$ cat config.mk
export PLATFORM = sky130hd
export DESIGN_NAME = adc_module_word_decoder_top_flat
export DESIGN_NICKNAME = d
export VERILOG_FILES = /design/src/design/amwd_pkg.sv /design/src/design/amwd_if.sv /design/src/design/adc_module_word_decoder_top.sv /design/src/design/amwd_decode.sv /design/src/design/amwd_out_queue.sv /design/src/flat_wrapper.sv
export SDC_FILE = /design/constraint.sdc
export NUM_CORES = 1
export LEC_CHECK = 0
export ABC_AREA = 0
export CORE_MARGIN = 8
export CORE_UTILIZATION = 40
export CTS_BUF_LIST = sky130_fd_sc_hd__clkbuf_16
export DETAILED_ROUTE_END_ITERATION = 7
export DONT_BUFFER_PORTS = 1
export HOLD_SLACK_MARGIN = 0.03
export SLEW_MARGIN = 15
export SYNTH_ARGS = -nofsm -noshare
export SYNTH_HDL_FRONTEND = slang
export SYNTH_SLANG_ARGS = --single-unit
$ cat constraint.sdc
create_clock -name clk -period 16.9 [get_ports clk]
set_clock_uncertainty 0.15 [all_clocks]
set_input_delay 0.845 -clock clk [delete_from_list [all_inputs] [get_ports clk]]
set_output_delay 0.845 -clock clk [all_outputs]
set_load 0.01 [all_outputs]
$ cat src/design/amwd_pkg.sv
`timescale 1ns / 1ps
// ----------------------------------------------------------------------------
// amwd_pkg
// types and constants shared by the adc module word decoder
// ----------------------------------------------------------------------------
package amwd_pkg;

    // readout word type codes, bits 30..27 of a type word
    localparam logic [3:0] TYPE_BLOCK_HDR   = 4'd0;
    localparam logic [3:0] TYPE_BLOCK_TRL   = 4'd1;
    localparam logic [3:0] TYPE_EVENT_HDR   = 4'd2;
    localparam logic [3:0] TYPE_TRIG_TIME   = 4'd3;
    localparam logic [3:0] TYPE_WINDOW_SUM  = 4'd5;
    localparam logic [3:0] TYPE_PULSE_INT   = 4'd7;
    localparam logic [3:0] TYPE_PULSE_TIME  = 4'd8;
    localparam logic [3:0] TYPE_PULSE_PED   = 4'd10;

    // filler words after a block trailer have bits 31..27 all ones
    localparam logic [4:0] FILLER_MARK = 5'h1F;

    // record kinds
    localparam logic [2:0] KIND_TRIG_TIME  = 3'd0;
    localparam logic [2:0] KIND_WINDOW_SUM = 3'd1;
    localparam logic [2:0] KIND_PULSE_INT  = 3'd2;
    localparam logic [2:0] KIND_PULSE_TIME = 3'd3;
    localparam logic [2:0] KIND_PULSE_PED  = 3'd4;

    // configuration register indexes
    localparam logic CFG_CRATE_ID       = 1'b0;
    localparam logic CFG_EVENTS_PER_BLK = 1'b1;

    localparam int  QUEUE_DEPTH = 2;

    typedef struct packed {
        logic [2:0]  record_kind;
        logic [4:0]  slot_number;
        logic [3:0]  channel_number;
        logic [21:0] trigger_number;
        logic [7:0]  event_slot_index;
        logic [1:0]  pulse_index;
        logic [1:0]  quality_bits;
        logic [47:0] main_value;
        logic [11:0] peak_value;
        logic        overflow_flag;
        logic        last_of_run;
    } record_t;

    typedef struct packed {
        logic [4:0]  current_slot;
        logic [21:0] current_trigger;
        logic [7:0]  event_counter;
        logic        event_active;
        logic        time_pending;
        logic [23:0] time_low_part;
        logic        trailer_seen;
    } dec_state_t;

    // records produced by one word, packed to the front
    typedef struct packed {
        logic [1:0] count;
        record_t    rec0;
        record_t    rec1;
    } dec_out_t;

endpackage

$ cat src/design/amwd_if.sv
`timescale 1ns / 1ps
// ----------------------------------------------------------------------------
// amwd_if
// item channels of the word decoder: readout words in, records out
// ----------------------------------------------------------------------------
interface amwd_in_if;
    logic        valid;
    logic        ready;
    logic [31:0] data_word;
    logic        bank_end;

    modport source (output valid, output data_word, output bank_end, input ready);
    modport sink   (input valid, input data_word, input bank_end, output ready);
endinterface

interface amwd_out_if;
    logic        valid;
    logic        ready;
    logic [2:0]  record_kind;
    logic [4:0]  slot_number;
    logic [3:0]  channel_number;
    logic [21:0] trigger_number;
    logic [7:0]  event_slot_index;
    logic [1:0]  pulse_index;
    logic [1:0]  quality_bits;
    logic [47:0] main_value;
    logic [11:0] peak_value;
    logic        overflow_flag;
    logic        last_of_run;

    modport source (
        output valid, output record_kind, output slot_number, output channel_number,
        output trigger_number, output event_slot_index, output pulse_index,
        output quality_bits, output main_value, output peak_value,
        output overflow_flag, output last_of_run, input ready
    );
    modport sink (
        input valid, input record_kind, input slot_number, input channel_number,
        input trigger_number, input event_slot_index, input pulse_index,
        input quality_bits, input main_value, input peak_value,
        input overflow_flag, input last_of_run, output ready
    );
endinterface

$ cat src/design/adc_module_word_decoder_top.sv
`timescale 1ns / 1ps
// path: an accepted word is held in the input register and decoded from there;
//   its records go into the result queue, whose head drives the record channel
// throughput: one word per cycle while the two-entry result queue has room for
//   all its records; records leave one per cycle while the record channel is ready
// reset: asynchronous active low, returns decoder state and config to reset values
//   and empties the result queue
// ----------------------------------------------------------------------------
// adc_module_word_decoder_top
// decodes flash-adc readout words into trigger time, sum and pulse records
// ----------------------------------------------------------------------------
module adc_module_word_decoder_top (
    input  logic        clk,
    input  logic        rst_n,
    amwd_in_if.sink     in_ch,
    amwd_out_if.source  out_ch,
    input  logic        cfg_we,
    input  logic        cfg_index,
    input  logic [11:0] cfg_data
);
    import amwd_pkg::*;

    // configuration; the crate id is held for software and feeds no record
    logic [11:0] crate_id_reg;
    logic [7:0]  events_per_block_reg;

    // input register, parts the word channel from the decode
    logic        in_valid_reg;
    logic        in_valid_next;
    logic [31:0] word_reg;
    logic        bank_end_reg;

    // block tracking state
    dec_state_t  st_reg;
    dec_state_t  st_next;

    dec_out_t    dec;
    logic [1:0]  room;
    logic        consume;
    logic        take;

    always_ff @(posedge clk or negedge rst_n)
    begin
        if (!rst_n)
        begin
            crate_id_reg         <= '0;
            events_per_block_reg <= 8'd1;
        end
        else if (cfg_we)
        begin
            case (cfg_index)
                CFG_CRATE_ID:       crate_id_reg         <= cfg_data;
                CFG_EVENTS_PER_BLK: events_per_block_reg <= cfg_data[7:0];
                default:
                begin
                end
            endcase
        end
    end

    amwd_decode u_decode (
        .data_word        (word_reg),
        .bank_end         (bank_end_reg),
        .events_per_block (events_per_block_reg),
        .st               (st_reg),
        .st_next          (st_next),
        .dec              (dec)
    );

    // the held word moves on once the queue has room for all its records
    assign consume = in_valid_reg && (dec.count <= room);
    assign in_ch.ready = !in_valid_reg || consume;
    assign take = in_ch.valid && in_ch.ready;

    always_comb
    begin
        in_valid_next = in_valid_reg;
        if (take)
        begin
            in_valid_next = 1'b1;
        end
        else if (consume)
        begin
            in_valid_next = 1'b0;
        end
    end

    always_ff @(posedge clk or negedge rst_n)
    begin
        if (!rst_n)
        begin
            in_valid_reg <= 1'b0;
            st_reg       <= '{current_slot:    '0,
                              current_trigger: '1,
                              event_counter:   '0,
                              event_active:    1'b0,
                              time_pending:    1'b0,
                              time_low_part:   '0,
                              trailer_seen:    1'b0};
        end
        else
        begin
            in_valid_reg <= in_valid_next;
            if (consume)
            begin
                st_reg <= st_next;
            end
        end
    end

    // payload only, no reset needed
    always_ff @(posedge clk)
    begin
        if (take)
        begin
            word_reg     <= in_ch.data_word;
            bank_end_reg <= in_ch.bank_end;
        end
    end

    // result queue drives the record channel straight from its head entry
    amwd_out_queue u_out_queue (
        .clk    (clk),
        .rst_n  (rst_n),
        .push   (consume),
        .dec    (dec),
        .room   (room),
        .out_ch (out_ch)
    );

endmodule

$ cat src/design/amwd_decode.sv
`timescale 1ns / 1ps
// ----------------------------------------------------------------------------
// amwd_decode
// single-pass decode of one readout word into next state and up to two records
// ----------------------------------------------------------------------------
module amwd_decode (
    input  logic [31:0]          data_word,
    input  logic                 bank_end,
    input  logic [7:0]           events_per_block,
    input  amwd_pkg::dec_state_t st,
    output amwd_pkg::dec_state_t st_next,
    output amwd_pkg::dec_out_t   dec
);
    import amwd_pkg::*;

    function automatic dec_state_t start_block(input dec_state_t s);
        dec_state_t r;
        r                 = s;
        r.current_slot    = '0;
        r.current_trigger = '1;
        r.event_counter   = '0;
        r.event_active    = 1'b0;
        return r;
    endfunction

    record_t    rec_a;
    record_t    rec_b;
    logic       a_v;
    logic       b_v;
    logic       done;
    dec_state_t s;

    always_comb
    begin
        s     = st;
        done  = 1'b0;
        rec_a = '0;
        rec_b = '0;
        a_v   = 1'b0;
        b_v   = 1'b0;

        // pending trigger time: a continuation word supplies the high part
        if (st.time_pending)
        begin
            s.time_pending         = 1'b0;
            rec_a.record_kind      = KIND_TRIG_TIME;
            rec_a.slot_number      = st.current_slot;
            rec_a.trigger_number   = st.current_trigger;
            rec_a.event_slot_index = st.event_counter - 8'd1;
            rec_a.main_value       = {(data_word[31] ? 24'd0 : data_word[23:0]),
                                      st.time_low_part};
            a_v                    = st.event_active;
            done                   = ~data_word[31];
        end

        if (!done && st.trailer_seen)
        begin
            if (data_word[31:27] == FILLER_MARK)
            begin
                done = 1'b1;
            end
            else
            begin
                s              = start_block(s);
                s.trailer_seen = 1'b0;
            end
        end

        rec_b.slot_number      = s.current_slot;
        rec_b.trigger_number   = s.current_trigger;
        rec_b.event_slot_index = s.event_counter - 8'd1;
        rec_b.channel_number   = data_word[26:23];

        if (!done && data_word[31])
        begin
            case (data_word[30:27])
                TYPE_BLOCK_HDR:
                begin
                    s.current_slot = data_word[26:22];
                end
                TYPE_BLOCK_TRL:
                begin
                    s.trailer_seen = 1'b1;
                end
                TYPE_EVENT_HDR:
                begin
                    s.current_trigger = data_word[21:0];
                    if (s.event_counter < events_per_block)
                    begin
                        s.event_counter = s.event_counter + 8'd1;
                        s.event_active  = 1'b1;
                    end
                    else
                    begin
                        s.event_active = 1'b0;
                    end
                end
                TYPE_TRIG_TIME:
                begin
                    s.time_low_part = data_word[23:0];
                    s.time_pending  = 1'b1;
                    if (bank_end)
                    begin
                        // no word left to carry the high part
                        s.time_pending       = 1'b0;
                        rec_b.record_kind    = KIND_TRIG_TIME;
                        rec_b.channel_number = '0;
                        rec_b.main_value     = {24'd0, data_word[23:0]};
                        b_v                  = s.event_active;
                    end
                end
                TYPE_WINDOW_SUM:
                begin
                    rec_b.record_kind   = KIND_WINDOW_SUM;
                    rec_b.main_value    = {26'd0, data_word[21:0]};
                    rec_b.overflow_flag = data_word[22];
                    b_v                 = s.event_active;
                end
                TYPE_PULSE_INT:
                begin
                    rec_b.record_kind  = KIND_PULSE_INT;
                    rec_b.pulse_index  = data_word[22:21];
                    rec_b.quality_bits = data_word[20:19];
                    rec_b.main_value   = {29'd0, data_word[18:0]};
                    b_v                = s.event_active;
                end
                TYPE_PULSE_TIME:
                begin
                    rec_b.record_kind  = KIND_PULSE_TIME;
                    rec_b.pulse_index  = data_word[22:21];
                    rec_b.quality_bits = data_word[20:19];
                    rec_b.main_value   = {29'd0, data_word[18:0]};
                    b_v                = s.event_active;
                end
                TYPE_PULSE_PED:
                begin
                    rec_b.record_kind = KIND_PULSE_PED;
                    rec_b.pulse_index = data_word[22:21];
                    rec_b.main_value  = {39'd0, data_word[20:12]};
                    rec_b.peak_value  = data_word[11:0];
                    b_v               = s.event_active;
                end
                default:
                begin
                end
            endcase
        end

        if (bank_end)
        begin
            s              = start_block(s);
            s.time_pending = 1'b0;
            s.trailer_seen = 1'b0;
        end

        st_next = s;

        // pack to the front, mark the final record of the word
        dec = '0;
        if (a_v && b_v)
        begin
            dec.count            = 2'd2;
            dec.rec0             = rec_a;
            dec.rec1             = rec_b;
            dec.rec1.last_of_run = 1'b1;
        end
        else if (a_v || b_v)
        begin
            dec.count            = 2'd1;
            dec.rec0             = a_v ? rec_a : rec_b;
            dec.rec0.last_of_run = 1'b1;
        end
    end

endmodule

$ cat src/design/amwd_out_queue.sv
`timescale 1ns / 1ps
// ----------------------------------------------------------------------------
// amwd_out_queue
// two-entry result register queue feeding the record channel
// ----------------------------------------------------------------------------
module amwd_out_queue (
    input  logic               clk,
    input  logic               rst_n,
    input  logic               push,
    input  amwd_pkg::dec_out_t dec,
    output logic [1:0]         room,
    amwd_out_if.source         out_ch
);
    import amwd_pkg::*;

    record_t    q_reg [QUEUE_DEPTH];
    record_t    q_next [QUEUE_DEPTH];
    logic [1:0] cnt_reg;
    logic [1:0] cnt_next;
    logic       pop;
    logic [1:0] base;
    logic [1:0] n_push;

    assign pop    = out_ch.valid && out_ch.ready;
    assign room   = 2'(QUEUE_DEPTH) - cnt_reg + {1'b0, pop};
    assign base   = cnt_reg - {1'b0, pop};
    assign n_push = push ? dec.count : 2'd0;

    always_comb
    begin
        q_next[0] = pop ? q_reg[1] : q_reg[0];
        q_next[1] = q_reg[1];
        case (base)
            2'd0:
            begin
                q_next[0] = dec.rec0;
                q_next[1] = dec.rec1;
            end
            2'd1:
            begin
                q_next[1] = dec.rec0;
            end
            default:
            begin
            end
        endcase
        cnt_next = base + n_push;
    end

    always_ff @(posedge clk or negedge rst_n)
    begin
        if (!rst_n)
        begin
            cnt_reg <= '0;
        end
        else
        begin
            cnt_reg <= cnt_next;
        end
    end

    always_ff @(posedge clk)
    begin
        q_reg <= q_next;
    end

    assign out_ch.valid            = (cnt_reg != 2'd0);
    assign out_ch.record_kind      = q_reg[0].record_kind;
    assign out_ch.slot_number      = q_reg[0].slot_number;
    assign out_ch.channel_number   = q_reg[0].channel_number;
    assign out_ch.trigger_number   = q_reg[0].trigger_number;
    assign out_ch.event_slot_index = q_reg[0].event_slot_index;
    assign out_ch.pulse_index      = q_reg[0].pulse_index;
    assign out_ch.quality_bits     = q_reg[0].quality_bits;
    assign out_ch.main_value       = q_reg[0].main_value;
    assign out_ch.peak_value       = q_reg[0].peak_value;
    assign out_ch.overflow_flag    = q_reg[0].overflow_flag;
    assign out_ch.last_of_run      = q_reg[0].last_of_run;

endmodule
$ cat src/flat_wrapper.sv
// flat-port wrapper written by rule: the top's interface ports become plain ports
module adc_module_word_decoder_top_flat import amwd_pkg::*;
  (clk, rst_n, cfg_we, cfg_index, cfg_data, in_ch_valid, in_ch_data_word, in_ch_bank_end, in_ch_ready, out_ch_valid, out_ch_record_kind, out_ch_slot_number, out_ch_channel_number, out_ch_trigger_number, out_ch_event_slot_index, out_ch_pulse_index, out_ch_quality_bits, out_ch_main_value, out_ch_peak_value, out_ch_overflow_flag, out_ch_last_of_run, out_ch_ready);
  amwd_in_if in_ch_i ();
  amwd_out_if out_ch_i ();
  input  logic clk;
  input  logic rst_n;
  input  logic cfg_we;
  input  logic cfg_index;
  input  logic [11:0] cfg_data;
  input wire logic [$bits(in_ch_i.valid)-1:0] in_ch_valid;
  input wire logic [$bits(in_ch_i.data_word)-1:0] in_ch_data_word;
  input wire logic [$bits(in_ch_i.bank_end)-1:0] in_ch_bank_end;
  output wire logic [$bits(in_ch_i.ready)-1:0] in_ch_ready;
  output wire logic [$bits(out_ch_i.valid)-1:0] out_ch_valid;
  output wire logic [$bits(out_ch_i.record_kind)-1:0] out_ch_record_kind;
  output wire logic [$bits(out_ch_i.slot_number)-1:0] out_ch_slot_number;
  output wire logic [$bits(out_ch_i.channel_number)-1:0] out_ch_channel_number;
  output wire logic [$bits(out_ch_i.trigger_number)-1:0] out_ch_trigger_number;
  output wire logic [$bits(out_ch_i.event_slot_index)-1:0] out_ch_event_slot_index;
  output wire logic [$bits(out_ch_i.pulse_index)-1:0] out_ch_pulse_index;
  output wire logic [$bits(out_ch_i.quality_bits)-1:0] out_ch_quality_bits;
  output wire logic [$bits(out_ch_i.main_value)-1:0] out_ch_main_value;
  output wire logic [$bits(out_ch_i.peak_value)-1:0] out_ch_peak_value;
  output wire logic [$bits(out_ch_i.overflow_flag)-1:0] out_ch_overflow_flag;
  output wire logic [$bits(out_ch_i.last_of_run)-1:0] out_ch_last_of_run;
  input wire logic [$bits(out_ch_i.ready)-1:0] out_ch_ready;
  assign in_ch_i.valid = in_ch_valid;
  assign in_ch_i.data_word = in_ch_data_word;
  assign in_ch_i.bank_end = in_ch_bank_end;
  assign in_ch_ready = in_ch_i.ready;
  assign out_ch_valid = out_ch_i.valid;
  assign out_ch_record_kind = out_ch_i.record_kind;
  assign out_ch_slot_number = out_ch_i.slot_number;
  assign out_ch_channel_number = out_ch_i.channel_number;
  assign out_ch_trigger_number = out_ch_i.trigger_number;
  assign out_ch_event_slot_index = out_ch_i.event_slot_index;
  assign out_ch_pulse_index = out_ch_i.pulse_index;
  assign out_ch_quality_bits = out_ch_i.quality_bits;
  assign out_ch_main_value = out_ch_i.main_value;
  assign out_ch_peak_value = out_ch_i.peak_value;
  assign out_ch_overflow_flag = out_ch_i.overflow_flag;
  assign out_ch_last_of_run = out_ch_i.last_of_run;
  assign out_ch_i.ready = out_ch_ready;
  adc_module_word_decoder_top u_core (.clk(clk), .rst_n(rst_n), .in_ch(in_ch_i), .out_ch(out_ch_i), .cfg_we(cfg_we), .cfg_index(cfg_index), .cfg_data(cfg_data));
endmodule
==> results.json, run 1 <==
{
  "setup_viol": 0,
  "internal_power_w": 0.00212,
  "finalPower_w": 0.00332,
  "crit_path_end_kind": "flip-flop",
  "clkLatencyLatePin_ns": 0.55,
  "dr_wl_met2_um": 18000,
  "hold_viol": 0,
  "synth-main-ff-cell": "edfxtp_1",
  "dpl.hpwl_um": 24300,
  "clock-sinks": 322,
  "synth_cells": 1216,
  "rows": 71,
  "syn2layout_area_growth_pct": 6.11,
  "vdd_drop_max_mv": 0.0986,
  "p_comb_share_pct": 25.8,
  "regArea_sq_mm": 0.00933,
  "firstDrtPassIters": 6,
  "coreArea_sq_mm": 0.0375,
  "hp-class": "input port to async pin",
  "num-fill-cells": 3478,
  "grt_max_degree": 96,
  "synth_area_sq_mm": 0.0151,
  "wl_met1_um": 16900,
  "p_per_area_mw_per_mm2": 207,
  "cts_buffers": 38,
  "wl_met3_um": 2830,
  "vias": 9204,
  "p_sw_w": 0.00120,
  "ff2ff_path_depth": 11,
  "drt_iter0_drc": 766,
  "ant_nets": 0,
  "crit_arrival_ns": 5.20,
  "cts-root-buf": "clkbuf_16",
  "async_reset_ff_share_pct": 22.7,
  "start_kind": "flip-flop",
  "cp.required_ns": 17.13,
  "critical_path.startpoint": "u_core.u_out_queue.cnt_reg[1]$_DFF_PN0_",
  "swShare_pct": 36.2,
  "clockPowerShare_pct": 24.9,
  "layout-drive-gt1-share_pct": 14.0,
  "cts_buffer_depth": 3,
  "status": "finished clean",
  "dp_slack_ns": 11.92,
  "stdcell_area_sq_mm": 0.0161,
  "synth_cell_types": 79,
  "fp.dieArea_sq_mm": 0.0444,
  "synth-seq-cells": 322,
  "max_freq_mhz": 201,
  "finalSetupTns_ns": 0,
  "max_slew.worst_pin.slew_ns": 1.12,
  "largest_register_ffs": 108,
  "vias_per_cell": 5.65,
  "routed.top_layer": "met4",
  "overflow": 0,
  "numPortBuffers": 0,
  "slew_headroom_pct": 24.9,
  "regToRegEndpoint": "u_core.u_out_queue.q_reg[71]$_DFFE_PP_",
  "p_leak_nw": 6.00,
  "drc": 0,
  "wl_um": 38500,
  "ios": 161,
  "path_max_fanout": 68,
  "seq_power_share_pct": 49.3,
  "period_share_pct": 29.4,
  "rr_startpoint": "u_core.u_out_queue.cnt_reg[1]$_DFF_PN0_",
  "die_h_um": 211,
  "wl_per_cell_um": 23.7,
  "slew_viol_final": 0,
  "synth_edf_count": 249,
  "rrSetupSlack_ns": 11.93,
  "initial_core_util_pct": 40.4,
  "antenna_found_initial": 2,
  "h-tree-depth": 2,
  "crit_end": "u_core.u_out_queue.q_reg[71]$_DFFE_PP_",
  "die_w_um": 211,
  "cap_violations": 0,
  "yosysSeqAreaShare_pct": 61.6,
  "timing.final.ws_setup_ns": 11.93,
  "multiInputGateArea_sq_mm": 0.00459,
  "grt_pass1_wl_um": 57200,
  "syn_avg_cell_area_sq_um": 12.5,
  "cts_tree": "yes",
  "fin_util_pct": 42.9,
  "worstSetupPathType": "flip-flop to flip-flop",
  "final_nets": 1153,
  "clk_pin_slew_worst_paths_ns": 0.06,
  "cts_setup_buffers": 0,
  "finalWeightedCongestion": 0.808,
  "first_global_vias": 8815,
  "grt_setup_unrepaired": "no",
  "groute.usage.overall_pct": 16.8,
  "layout_min_cycle_time_ns": 4.97,
  "yosys_warnings": 0,
  "placed_cell_area_sq_mm": 0.0148,
  "synth_fp_nets": 1284
}
## critical path: stages, from the launching register on
cell	delay (ns)
dfrtp_1	0.46
or2_2	0.38
nand2_1	0.18
inv_1	0.06
ha_1	0.24
xnor2_4	0.13
buf_4	0.78
buf_4	0.68
and2_0	0.59
nand2_1	0.10
nand2_1	0.73
a21boi_0	0.26
## cell usage in the layout (no fill, tap or decap), types with 5 or more instances in the layout
cell type,count
and3_1,39
buf_4,15
ha_1,17
o21a_1,26
dfrtp_1,50
a21oi_1,71
nor2_1,70
clkinv_2,5
nor2b_1,12
edfxtp_1,249
nand2_1,68
xnor2_1,8
nor3_1,8
a221oi_1,13
o22ai_1,26
clkbuf_16,38
clkinv_1,5
inv_1,36
dfstp_2,23
nand3_1,14
o21ai_0,58
a22oi_1,14
mux2_2,33
a22o_1,65
nand2b_1,6
bufinv_16,6
and2_1,26
a222oi_1,5
## per-stage QoR
stage                     instances  hold WS (ns)
final                          1628        0.0621
after global routing           1626        0.0683
after CTS                      1626        0.0471
after detailed placement       1555         0.348
after global placement         1555         0.342
after floorplan                1216         0.329
## cells in the mapped netlist (14+ instances only)
library cell | instances | share of area, %
a21oi_1 | 72 | 2.4
a22o_1 | 65 | 3.8
a22oi_1 | 14 | 0.69
and2_1 | 27 | 1.1
and3_1 | 39 | 1.6
buf_2 | 21 | 0.69
buf_4 | 109 | 5.4
clkbuf_1 | 52 | 1.3
dfrtp_1 | 50 | 8.3
dfstp_2 | 23 | 4.0
edfxtp_1 | 249 | 49
ha_1 | 17 | 1.4
inv_1 | 24 | 0.59
mux2_2 | 33 | 2.5
nand2_1 | 70 | 1.7
nand3_1 | 14 | 0.46
nor2_1 | 71 | 1.8
o21a_1 | 26 | 1.3
o21ai_0 | 58 | 1.9
o22ai_1 | 26 | 1.1
## layer usage
metal,vias up,GRT usage (%)
met1,4636,22.6
met4,0,4.97
met2,313,26.2
met3,61,4.60
met5,-,0
li1,4194,-
## what timing repair did
item,in CTS,in global routing
endpoints found under the hold margin,73,0
hold buffers,1,0
gates resized for setup,0,0
## cell families (layout without fill, tap and decap cells)
logic type,count (synthesis),count (layout),share of synthesized area [%]
AO/OA/AOI/OAI,337,337,15.7
flip-flops,322,322,61.6
AND/OR/NAND/NOR,283,283,9.77
buffers and inverters,212,111,8.28
multiplexers,33,33,2.45
adder cells (fa/ha/maj),17,17,1.40
XOR/XNOR,12,12,0.744
other,0,2,0
## worst min path at each step
| stage | end | from | cells after the start | slack, ns |
|---|---|---|---|---|
| 6_report | u_core.st_reg[6]$_DFFE_PN0P_ | rst_n | 1 | 0.06 |
| 5_1_grt | u_core.st_reg[6]$_DFFE_PN0P_ | rst_n | 1 | 0.07 |
| 4_1_cts | u_core.st_reg[3]$_DFFE_PN0P_ | rst_n | 1 | 0.05 |
| 3_5_place_dp | u_core.st_reg[8]$_DFFE_PN0P_ | u_core.st_reg[8]$_DFFE_PN0P_ | 1 | 0.35 |
| 3_3_place_gp | u_core.st_reg[8]$_DFFE_PN0P_ | u_core.st_reg[8]$_DFFE_PN0P_ | 1 | 0.34 |
| 2_1_floorplan | u_core.st_reg[8]$_DFFE_PN0P_ | u_core.st_reg[8]$_DFFE_PN0P_ | 1 | 0.33 |
## area by class of cell
| type | instances | share of cell area [%] |
|---|---|---|
| diodes | 2 | 0.0311 |
| clock buffers | 38 | 5.92 |
| clock inverters | 32 | 1.97 |
| inverters | 25 | 0.584 |
| multi-input cells | 682 | 28.6 |
| flip-flops and latches | 322 | 58.1 |
| well taps | 511 | 3.98 |
| repair buffers | 16 | 0.872 |
## power by group through the flow
stage / Combinational [W] / Sequential [W] / Clock [W]
after floorplan: 0.000867 / 0.00150 / 0
after CTS: 0.000868 / 0.00165 / 0.000848
after detailed placement: 0.000862 / 0.00166 / 0
final: 0.000857 / 0.00164 / 0.000827
after global placement: 0.000845 / 0.00165 / 0
after global routing: 0.000943 / 0.00167 / 0.000872
Power figures use the tool's default switching activity.
==> run 2, diff against run 1 <==
ABC_AREA = 1   (was 0)
clock period = 4.8 ns   (was 16.9 ns; I/O delays follow)
==> run 2 against run 1 <==
- cell area grew 7.0%
- routed wire length grew 3.6%
- critical path depth grew 9
- worst hold slack gained 0.021 ns
- register-to-register slack lost 11 ns
- synthesized cell count grew 34%
- critical endpoint is now u_core.st_reg[40]$_DFFE_PN1N_
==> results.json, run 2 <==
{
  "largest_register_ffs": 108,
  "start_kind": "flip-flop",
  "p_sw_w": 0.00432,
  "max_slew.worst_pin.slew_ns": 0.994,
  "layout-drive-gt1-share_pct": 9.47,
  "syn2layout_area_growth_pct": 9.15,
  "max_stage_delay_ns": 0.48,
  "coreArea_sq_mm": 0.0387,
  "grt_setup_unrepaired": "no",
  "fin_util_pct": 44.4,
  "vdd_drop_max_mv": 0.404,
  "syn_avg_cell_area_sq_um": 9.65,
  "cts_buffer_depth": 3,
  "gr-usage-met2_pct": 28.0,
  "num-fill-cells": 3725,
  "synth_area_sq_mm": 0.0158,
  "crit_arrival_ns": 4.42,
  "drt_iter0_drc": 966,
  "cts-root-buf": "clkbuf_16",
  "ios": 161,
  "grt_pass1_wl_um": 62000,
  "rr_startpoint": "u_core.word_reg[29]$_DFFE_PP_",
  "cp.required_ns": 5.11,
  "crit_path_end_kind": "flip-flop",
  "cts_tree": "yes",
  "vias_per_cell": 5.09,
  "seq_power_share_pct": 48.7,
  "synth_area_leaders": "edfxtp_1, nand2_1, dfrtp_1, o21ai_0, buf_4",
  "cts.repair.resized": 0,
  "met1_usage_pct": 21.7,
  "slew_headroom_pct": 33.5,
  "status": "finished clean",
  "yosysSeqAreaShare_pct": 59.2,
  "async_reset_ff_share_pct": 22.7,
  "yosys_warnings": 0,
  "drc": 0,
  "multiInputGateArea_sq_mm": 0.00460,
  "yosys.cell_count.top_type": "nand2_1",
  "h-tree-depth": 2,
  "final_common_cell": "nand2_1",
  "regArea_sq_mm": 0.00933,
  "cts_setup_buffers": 0,
  "cts_buffers": 37,
  "die_h_um": 214,
  "placed_cell_area_sq_mm": 0.0155,
  "layout_min_cycle_time_ns": 4.10,
  "overflow": 0,
  "p_comb_share_pct": 27.7,
  "clkLatencyLatePin_ns": 0.55,
  "p_per_area_mw_per_mm2": 662,
  "synth_edf_count": 249,
  "ant_nets": 0,
  "firstDrtPassIters": 5,
  "groute.usage.overall_pct": 17.0,
  "cap_violations": 0,
  "synth_common_cells": "nand2_1, edfxtp_1, o21ai_0, inv_1, buf_4",
  "final_cell_mix": "nand2_1, edfxtp_1, o21ai_0",
  "swShare_pct": 38.0,
  "finalSetupTns_ns": 0,
  "whs_ns": 0.0827,
  "period_share_pct": 85.5,
  "synth-seq-cells": 322,
  "numPortBuffers": 0,
  "slowest_stage": "ha_1",
  "synth_fp_nets": 1700,
  "yosysTopAreaCell": "edfxtp_1",
  "initial_core_util_pct": 40.7,
  "hp-class": "input port to async pin",
  "path_cells": "nor2_1, nand3_1, nand2_1, a21oi_1, inv_1, nor2_1, nor3_1, ha_1, ha_1, inv_1, o21bai_1, nand2_1, nand2_1, nor2_1, buf_4, inv_2, a21oi_1, o21ai_0, o21ai_0, inv_1",
  "synth_cell_types": 42,
  "wl_per_cell_um": 18.9,
  "clk_pin_slew_worst_paths_ns": 0.06,
  "critical_path.startpoint": "u_core.word_reg[29]$_DFFE_PP_",
  "stdcell_area_sq_mm": 0.0172,
  "cts_hold_buf": 56,
  "worstSetupPathType": "flip-flop to flip-flop",
  "synth_cells": 1632,
  "busiest_layer": "met2",
  "path_max_fanout": 25,
  "clockPowerShare_pct": 23.6,
  "grt_max_degree": 144,
  "timing.final.ws_setup_ns": 0.696,
  "die_w_um": 214,
  "final_nets": 1636,
  "vias": 10700,
  "setup_viol": 0,
  "rows": 72,
  "hold_viol": 0,
  "wl_um": 39900,
  "slew_viol_final": 0,
  "p_leak_nw": 7.11,
  "antenna_found_initial": 1,
  "first_global_vias": 10400,
  "yosysTopAreaCellShare_pct": 47.5,
  "n_antenna_cell": 0,
  "finalWeightedCongestion": 0.882,
  "synth-main-ff-cell": "edfxtp_1",
  "internal_power_w": 0.00705,
  "clock-sinks": 322,
  "max_freq_mhz": 244,
  "dpl.hpwl_um": 26400,
  "dp_slack_ns": 0.767,
  "fp.dieArea_sq_mm": 0.0460,
  "met3_usage_pct": 3.60
}
## run 2: worst paths after layout
check | to | slack (ns) | depth (start not counted)
max | u_core.st_reg[40]$_DFFE_PN1N_ | 0.70 | 20
min reg2reg | u_core.st_reg[23]$_DFFE_PN0P_ | 0.34 | 2
min | u_core.events_per_block_reg[2]$_DFFE_PN0P_ | 0.08 | 2
max in group asynchronous | u_core.st_reg[43]$_DFFE_PN1N_ | 4.00 | 2
min in group clk | u_core.events_per_block_reg[0]$_DFFE_PN1P_ | 0.12 | 2
max reg2reg | u_core.st_reg[40]$_DFFE_PN1N_ | 0.70 | 20
## run 2: per-layer routing
layer  share of wire, %  vias up
met1                 43     5094
li1                   -     5245
met5              0.020        -
met2                 47      331
met3                6.1       76
met4                3.6        2
## run 2: layout make-up
| class | instances | share of cell area, % |
|---|---|---|
| sequential | 322 | 54.3 |
| tap | 518 | 3.77 |
| clock inverter | 29 | 1.24 |
| inverter | 186 | 4.11 |
| multi-input combinational | 943 | 26.8 |
| clock buffer | 37 | 5.38 |
| timing repair buffer | 78 | 4.47 |
## run 2: kinds of logic after synthesis
logic type / Yosys count / synth area share (%)
simple gates: 594 / 15.9
buf+inv: 367 / 11.6
compound gates: 322 / 11.4
flops: 322 / 59.2
fa+ha+maj: 17 / 1.35
xor+xnor: 9 / 0.500
mux: 1 / 0.0715
## run 2: per-stage QoR
| step | total power, W | std cells |
|---|---|---|
| 2_1_floorplan | 0.00818 | 1632 |
| 3_3_place_gp | 0.00868 | 1991 |
| 3_5_place_dp | 0.00876 | 1991 |
| 4_1_cts | 0.0115 | 2113 |
| 5_1_grt | 0.0120 | 2113 |
| 6_report | 0.0114 | 2113 |
## run 2: worst max-delay path: cells and delay by family (launching register included)
kind | cells | cell delay, ns
buf+inv | 5 | 0.69
simple gates | 8 | 1.39
fa+ha+maj | 2 | 0.81
flops | 1 | 0.45
compound gates | 5 | 0.52
## run 2: power groups by stage
stage,Clock (W),Sequential [W],Combinational (W)
finish,0.00268,0.00554,0.00315
global route,0.00284,0.00567,0.00353
CTS,0.00274,0.00559,0.00320
detailed placement,0,0.00563,0.00313
global placement,0,0.00561,0.00307
floorplan,0,0.00516,0.00302
